## src/rtl/core/gfrma_pkg.sv

```systemverilog
`timescale 1ns / 1ps
// ----------------------------------------------------------------------------
// GF(2^8) region multiply-accumulate package
// Shared types, mode codes, register map and the split-nibble multiply.
// ----------------------------------------------------------------------------
package gfrma_pkg;

  // Configuration register map: eight 64-bit registers at byte address 8*i.
  localparam int unsigned NumRegs   = 8;
  localparam int unsigned RegIdxW   = 3;
  localparam int unsigned AddrW     = 6;
  localparam int unsigned DataW     = 64;

  localparam logic [RegIdxW-1:0] RegALowLower  = 3'd0;
  localparam logic [RegIdxW-1:0] RegALowUpper  = 3'd1;
  localparam logic [RegIdxW-1:0] RegAHighLower = 3'd2;
  localparam logic [RegIdxW-1:0] RegAHighUpper = 3'd3;
  localparam logic [RegIdxW-1:0] RegBLowLower  = 3'd4;
  localparam logic [RegIdxW-1:0] RegBLowUpper  = 3'd5;
  localparam logic [RegIdxW-1:0] RegBHighLower = 3'd6;
  localparam logic [RegIdxW-1:0] RegBHighUpper = 3'd7;

  // Operation codes carried in the mode field.
  localparam logic [2:0] ModeMul    = 3'd0;
  localparam logic [2:0] ModeMac    = 3'd1;
  localparam logic [2:0] ModeDualMac = 3'd2;
  localparam logic [2:0] ModeXor    = 3'd3;
  localparam logic [2:0] ModeFft    = 3'd4;
  localparam logic [2:0] ModeIfft   = 3'd5;

  typedef struct packed {
    logic [2:0] mode;
    logic [7:0] source;
    logic [7:0] first;
    logic [7:0] second;
    logic       last_byte;
  } item_t;

  typedef struct packed {
    logic [7:0] result0;
    logic [7:0] result1;
    logic       last_out;
  } result_t;

  // One 16-entry byte table held as two 64-bit words, entry k at bits 8k.
  function automatic logic [7:0] nib_lookup(input logic [127:0] tab,
                                            input logic [3:0]   idx);
    return tab[{idx, 3'b000} +: 8];
  endfunction

  // Product of v and a coefficient: low-nibble entry XOR high-nibble entry.
  function automatic logic [7:0] gf_mul(input logic [DataW-1:0] low_lower,
                                        input logic [DataW-1:0] low_upper,
                                        input logic [DataW-1:0] high_lower,
                                        input logic [DataW-1:0] high_upper,
                                        input logic [7:0]       v);
    return nib_lookup({low_upper, low_lower}, v[3:0])
         ^ nib_lookup({high_upper, high_lower}, v[7:4]);
  endfunction

endpackage

```

## src/rtl/core/gf256_region_multiply_accumulate.sv

```systemverilog
`timescale 1ns / 1ps
// ----------------------------------------------------------------------------
// GF(2^8) region multiply-accumulate
// Per-byte region kernel using split-nibble coefficient tables.
// ----------------------------------------------------------------------------
// Usage:
// A byte beat is offered on item_i with start_i high; it is taken at any
// rising edge where busy_o is low. busy_o is tied low, so one beat can be
// accepted in every cycle and the block sustains one byte per clock.
// Each accepted beat produces exactly one result beat on result_o, marked by
// a one-cycle done_o strobe: the beat is first captured in the input register
// (item_q), then the finished result, after the table lookups and XORs, in
// the result register (result_q), whose valid flag drives done_o.
// The receiver cannot stall; results are presented once and must be taken.
// The coefficient tables for sets A and B live in eight 64-bit registers on
// the APB-style port (register i at byte address 8*i, zero wait states).
// Reset clears all tables to zero and drops both pipeline valid flags, so no
// stray result beat appears after reset. Tables must only be rewritten while
// no beat is in flight; the block itself does not enforce this.
// ----------------------------------------------------------------------------
module gf256_region_multiply_accumulate (
  input  logic                                clk_i,
  input  logic                                rst_ni,
  // Command channel.
  input  logic                                start_i,
  output logic                                busy_o,
  input  gfrma_pkg::item_t                    item_i,
  // Result channel.
  output logic                                done_o,
  output gfrma_pkg::result_t                  result_o,
  // Configuration port.
  input  logic                                psel,
  input  logic                                penable,
  input  logic                                pwrite,
  input  logic [gfrma_pkg::AddrW-1:0]         paddr,
  input  logic [gfrma_pkg::DataW-1:0]         pwdata,
  output logic [gfrma_pkg::DataW-1:0]         prdata,
  output logic                                pready
);

  logic [gfrma_pkg::DataW-1:0] regs_q [gfrma_pkg::NumRegs];
  logic [gfrma_pkg::RegIdxW-1:0] reg_idx;
  logic                          reg_wr;

  logic               in_valid_q;
  gfrma_pkg::item_t   item_q;
  logic               out_valid_q;
  gfrma_pkg::result_t result_q;
  gfrma_pkg::result_t result_d;

  logic [7:0] mul_a_src;
  logic [7:0] mul_a_sum;
  logic [7:0] mul_b_src;
  logic [7:0] bfly_y;
  logic [7:0] mul_a_in;

  // --------------------------------------------------------------------------
  // Configuration registers. The byte offset inside a register is ignored.
  // --------------------------------------------------------------------------
  assign reg_idx = paddr[gfrma_pkg::AddrW-1:3];
  assign reg_wr  = psel && penable && pwrite && pready;
  assign pready  = 1'b1;
  assign prdata  = regs_q[reg_idx];

  always_ff @(posedge clk_i or negedge rst_ni) begin
    if (!rst_ni) begin
      for (int i = 0; i < gfrma_pkg::NumRegs; i++) begin
        regs_q[i] <= '0;
      end
    end else if (reg_wr) begin
      regs_q[reg_idx] <= pwdata;
    end
  end

  // --------------------------------------------------------------------------
  // Input register stage.
  // --------------------------------------------------------------------------
  assign busy_o = 1'b0;

  always_ff @(posedge clk_i or negedge rst_ni) begin
    if (!rst_ni) begin
      in_valid_q <= 1'b0;
    end else begin
      in_valid_q <= start_i && !busy_o;
    end
  end

  always_ff @(posedge clk_i) begin
    if (start_i && !busy_o) begin
      item_q <= item_i;
    end
  end

  // --------------------------------------------------------------------------
  // Datapath. The inverse butterfly multiplies y' = source ^ first instead of
  // the source byte, so the A multiplier input is selected by mode.
  // --------------------------------------------------------------------------
  assign bfly_y    = item_q.source ^ item_q.first;
  assign mul_a_in  = (item_q.mode == gfrma_pkg::ModeIfft) ? bfly_y : item_q.source;

  assign mul_a_src = gfrma_pkg::gf_mul(regs_q[gfrma_pkg::RegALowLower],
                                       regs_q[gfrma_pkg::RegALowUpper],
                                       regs_q[gfrma_pkg::RegAHighLower],
                                       regs_q[gfrma_pkg::RegAHighUpper],
                                       mul_a_in);
  assign mul_b_src = gfrma_pkg::gf_mul(regs_q[gfrma_pkg::RegBLowLower],
                                       regs_q[gfrma_pkg::RegBLowUpper],
                                       regs_q[gfrma_pkg::RegBHighLower],
                                       regs_q[gfrma_pkg::RegBHighUpper],
                                       item_q.source);
  assign mul_a_sum = item_q.first ^ mul_a_src;

  always_comb begin
    result_d          = '0;
    result_d.last_out = item_q.last_byte;
    case (item_q.mode)
      gfrma_pkg::ModeMul: begin
        result_d.result0 = mul_a_src;
      end
      gfrma_pkg::ModeMac: begin
        result_d.result0 = mul_a_sum;
      end
      gfrma_pkg::ModeDualMac: begin
        result_d.result0 = mul_a_sum;
        result_d.result1 = item_q.second ^ mul_b_src;
      end
      gfrma_pkg::ModeXor: begin
        result_d.result0 = bfly_y;
      end
      gfrma_pkg::ModeFft: begin
        result_d.result0 = mul_a_sum;
        result_d.result1 = item_q.source ^ mul_a_sum;
      end
      gfrma_pkg::ModeIfft: begin
        result_d.result0 = mul_a_sum;
        result_d.result1 = bfly_y;
      end
      default: begin
        // Undefined modes give zero bytes; the region marker still passes.
        result_d.result0 = '0;
        result_d.result1 = '0;
      end
    endcase
  end

  // --------------------------------------------------------------------------
  // Result register stage.
  // --------------------------------------------------------------------------
  always_ff @(posedge clk_i or negedge rst_ni) begin
    if (!rst_ni) begin
      out_valid_q <= 1'b0;
    end else begin
      out_valid_q <= in_valid_q;
    end
  end

  always_ff @(posedge clk_i) begin
    if (in_valid_q) begin
      result_q <= result_d;
    end
  end

  assign done_o   = out_valid_q;
  assign result_o = result_q;

endmodule
```

## config.mk

```make
export PLATFORM = sky130hd
export DESIGN_NAME = gf256_region_multiply_accumulate
export DESIGN_NICKNAME = d
export VERILOG_FILES = /design/src/rtl/core/gfrma_pkg.sv /design/src/rtl/core/gf256_region_multiply_accumulate.sv
export SDC_FILE = /design/constraint.sdc
export NUM_CORES = 1
export LEC_CHECK = 0
export BUFFER_PORTS_ARGS = -buffer_cell sky130_fd_sc_hd__buf_2
export CORE_MARGIN = 1.5
export CORE_UTILIZATION = 55
export DETAILED_ROUTE_END_ITERATION = 16
export PLACE_DENSITY = 0.73
export SLEW_MARGIN = 15
export SYNTH_ARGS = -nofsm -noshare
export SYNTH_HDL_FRONTEND = slang
export SYNTH_SLANG_ARGS = --single-unit
```

## constraint.sdc

```tcl
create_clock -name clk_i -period 5.1 [get_ports clk_i]
set_input_delay 0.255 -clock clk_i [delete_from_list [all_inputs] [get_ports clk_i]]
set_output_delay 0.255 -clock clk_i [all_outputs]
set_load 0.1 [all_outputs]
```

==> metrics.txt <==
core region area 51,200 sq um; Sink Count 559; CP Launch Point item_q[27]; Die ar. between 50,000 and 60,000 sq um; first drt pass iteration count 8; worst skew pair latency 0.65 ns; HP Class primary input to flip-flop; post-route clock period utilization 88.46%; sequential area share after synthesis ~50%; io pins 188; remaining global-route overflow 0; critical path peak fanout 11; worst path buffer plus inverter count 1; Chip Height 230.4 um; cell count after placement 2,875; Max Cap Violations 0; # setup viols final 0; crit end category flip-flop; RSZ-0062 raised after global routing no; routing usage on met3 under 10%; post-synthesis area per instance between 10 and 15 sq um; gr usage total 35.06%; hold depth 2; Max VDD drop 0.3543 mV; cells after synthesis about 2.1k; GR peak layer met2; startpoint types flip-flop; reg2reg path depth 10; fraction of layout cells with a size suffix above 1 approximately two fifths; vias per std cell 7.035; clock buffer depth 3; CTS root buffer clkbuf_16; Area after DPL 30,120 sq um; status finished clean; largest net degree at the start of global routing 184; CTS H-tree lvls 2; Starting Density approximately 56%; final core occ 64.79%; vias in the first global route roughly 22k; min-delay src pwdata[58]; Hold Path Sink regs_q[58]; RR Endpoint result_o[16]; DIE WIDTH about 230 um; total CTS buffers 59; synthesis-stage register bit count 559; Post-route DRC 0; Unique masters post-synth 60; Rows 83; cell area power density 447.4 nW/um^2; Final min period ~4.5 ns; met1 Usage GRT between 40% and 50%; TritonCTS clock tree yes; WS Path Type flip-flop to flip-flop; GR Layer Usage met2 55.93%; Post-layout nets 2,451; critical path arrival 4.90 ns; global-route wire length before repair 138.8 mm; Final Hold Viols 0; clock skew approximately 0.018 ns; RR Startpoint item_q[27]; RD Place Congestion 0.9475; Vias 21.66k; Critical Path RT approximately 5.5 ns; initial drt markers 3,049; R2R setup slack a little under 0.6 ns; Fin Setup TNS 0 ns; Slew HR between 20 and 25%; area of the mapped netlist approximately 28,000 sq um; CP Cell Sequence and2b_1 > nand3_2 > xnor2_4 > buf_4 > mux4_2 > a22oi_1 > nand2_1 > xnor2_1 > nor2_1 > a211o_1; DR WL/cell 30.27 um; initial antenna violation count 2; Design Area, Final between 30,000 and 40,000 sq um; slowest stage delay, CP 0.86 ns; final wirelength 93.21 mm; Worst path slowest cell xnor2_1; Largest delay share family, worst path XOR/XNOR gates; clk slew on worst S/H paths 0.06 ns; Ys Warns 0; IO buf count 182; DRT antenna net count 0; post-DP HPWL 59.05 mm; Peak Freq 221.7 MHz; Post-Layout Cell Count 3,079; layout overhead on the synthesized area 16.60%; Post-Syn Nets 2,226; Leak 14.09 nW; worst slew pin tran 1.159 ns; Final Max Slew Viols 0
[Yosys cell counts (all sizes together)]
cell type | n | area share, %
a211o | 5 | 0.15
a211oi | 2 | 0.053
a21oi | 44 | 0.77
a221o | 1 | 0.035
a221oi | 1 | 0.053
a22o | 1 | 0.031
a22oi | 276 | 7.3
a311oi | 15 | 0.48
a31o | 5 | 0.15
a31oi | 1 | 0.022
a32oi | 1 | 0.031
a41oi | 1 | 0.031
and2 | 10 | 0.22
and2b | 1 | 0.026
and3 | 12 | 0.26
and4b | 2 | 0.070
buf | 38 | 0.84
clkbuf | 129 | 1.7
conb | 2 | 0.026
dfrtp | 514 | 45
edfxtp | 45 | 4.7
inv | 4 | 0.053
mux2 | 517 | 20
mux2i | 9 | 0.32
mux4 | 120 | 9.6
nand2 | 106 | 1.4
nand2b | 40 | 0.88
nand3 | 20 | 0.37
nand4 | 64 | 1.4
nand4b | 6 | 0.21
nor2 | 31 | 0.41
nor2b | 3 | 0.066
nor3 | 4 | 0.070
nor3b | 4 | 0.11
nor4 | 15 | 0.33
o211a | 1 | 0.035
o211ai | 1 | 0.026
o21ai | 18 | 0.32
o22ai | 1 | 0.022
o2bb2ai | 1 | 0.031
o31ai | 6 | 0.16
or2 | 1 | 0.022
or3 | 5 | 0.11
xnor2 | 30 | 1.1
xor2 | 9 | 0.30
[cell families (layout without fill, tap and decap cells)]
group                     Yosys count  count (layout)  share of synthesized area (%)
xor gates and xnor gates           39              39                          1.385
and+or+nand+nor                   324             324                          5.955
other                               2               4                        0.02640
buffers and inverters             171             446                          2.604
AOI/OAI and AO/OA                 381             381                          9.693
muxes                             646             646                          30.37
DFF                               559             559                          49.96
[stage by stage]
stage               hold WS, ns  power [mW]  setup WS [ns]
floorplan              -0.04059       8.758          2.126
global placement         0.1782       9.892         0.9457
detailed placement       0.1822       10.03         0.9177
CTS                    0.004649       14.78         0.8520
global route            0.02615       15.30         0.5488
finish                  0.03608       14.84         0.5885
[layer usage]
| metal | wire [um] | vias to the layer above |
|---|---|---|
| li1 | - | 8693 |
| met3 | 9088 | 343 |
| met2 | 44090 | 1452 |
| met1 | 34000 | 11170 |
| met5 | 13 | - |
| met4 | 6014 | 2 |
[where the power goes]
part	switching [mW]	internal, mW	total (mW)
Sequential	0.836	5.34	6.18
Combinational	2.43	1.53	3.96
Clock	1.87	2.84	4.71
Total	5.14	9.71	14.8
[how the worst max path moves through the flow]
stage / depth (start not counted) / end
2_1_floorplan: 11 / result_o[11]
3_3_place_gp: 10 / result_o[12]
3_5_place_dp: 10 / result_o[16]
4_1_cts: 10 / result_o[12]
5_1_grt: 10 / result_o[16]
6_report: 10 / result_o[16]
[layout by cell type, fill, tap and decap left out, types with 5 or more instances in the layout]
cell type / netlist / final
buf_2: 14 / 181
a31o_1: 5 / 5
mux2i_1: 9 / 9
dfrtp_1: 514 / 514
xor2_1: 8 / 7
nand2_1: 106 / 106
mux4_1: 7 / 7
clkbuf_8: 0 / 16
o31ai_1: 6 / 6
nand2b_1: 40 / 40
nand4b_1: 5 / 5
nor2_1: 31 / 23
and3_1: 12 / 11
a211o_1: 5 / 5
o21ai_1: 6 / 6
edfxtp_1: 45 / 45
xnor2_1: 27 / 25
clkinv_2: 0 / 12
dlygate4sd3_1: 0 / 91
a22oi_1: 276 / 276
a21oi_1: 44 / 44
nor4_1: 15 / 14
mux2_2: 516 / 516
nor2_4: 0 / 7
or3_1: 5 / 5
and2_1: 10 / 10
a311oi_1: 14 / 14
buf_4: 9 / 53
nand4_1: 64 / 64
nand3_1: 19 / 19
mux4_2: 113 / 113
o21ai_0: 12 / 12
clkbuf_16: 0 / 60
bufinv_16: 0 / 9
buf_12: 1 / 5
clkbuf_1: 128 / 9
[area by class of cell]
cell class | instances | area [sq um]
Inverter | 4 | 15.01
Sequential cell | 559 | 14210
Timing Repair Buffer | 331 | 2330
Antenna cell | 2 | 5.005
Clock inverter | 26 | 376.6
Fill cell | 3746 | 18030
Tap cell | 680 | 850.8
Clock buffer | 85 | 1755
Multi-Input combinational cell | 1392 | 13630
[flip-flops by register name (all words and copies together), names as in the netlist]
signal	cells
in_valid_q	1
regs_q	512
result_o	17
done_o	1
item_q	28
[what timing repair did]
action / in CTS / in global routing
gates resized for setup: 0 / 0
buffers inserted: 0 / 0
hold endpoints to repair: 557 / 0
hold buffers: 91 / 0
Power figures use the tool's default switching activity.
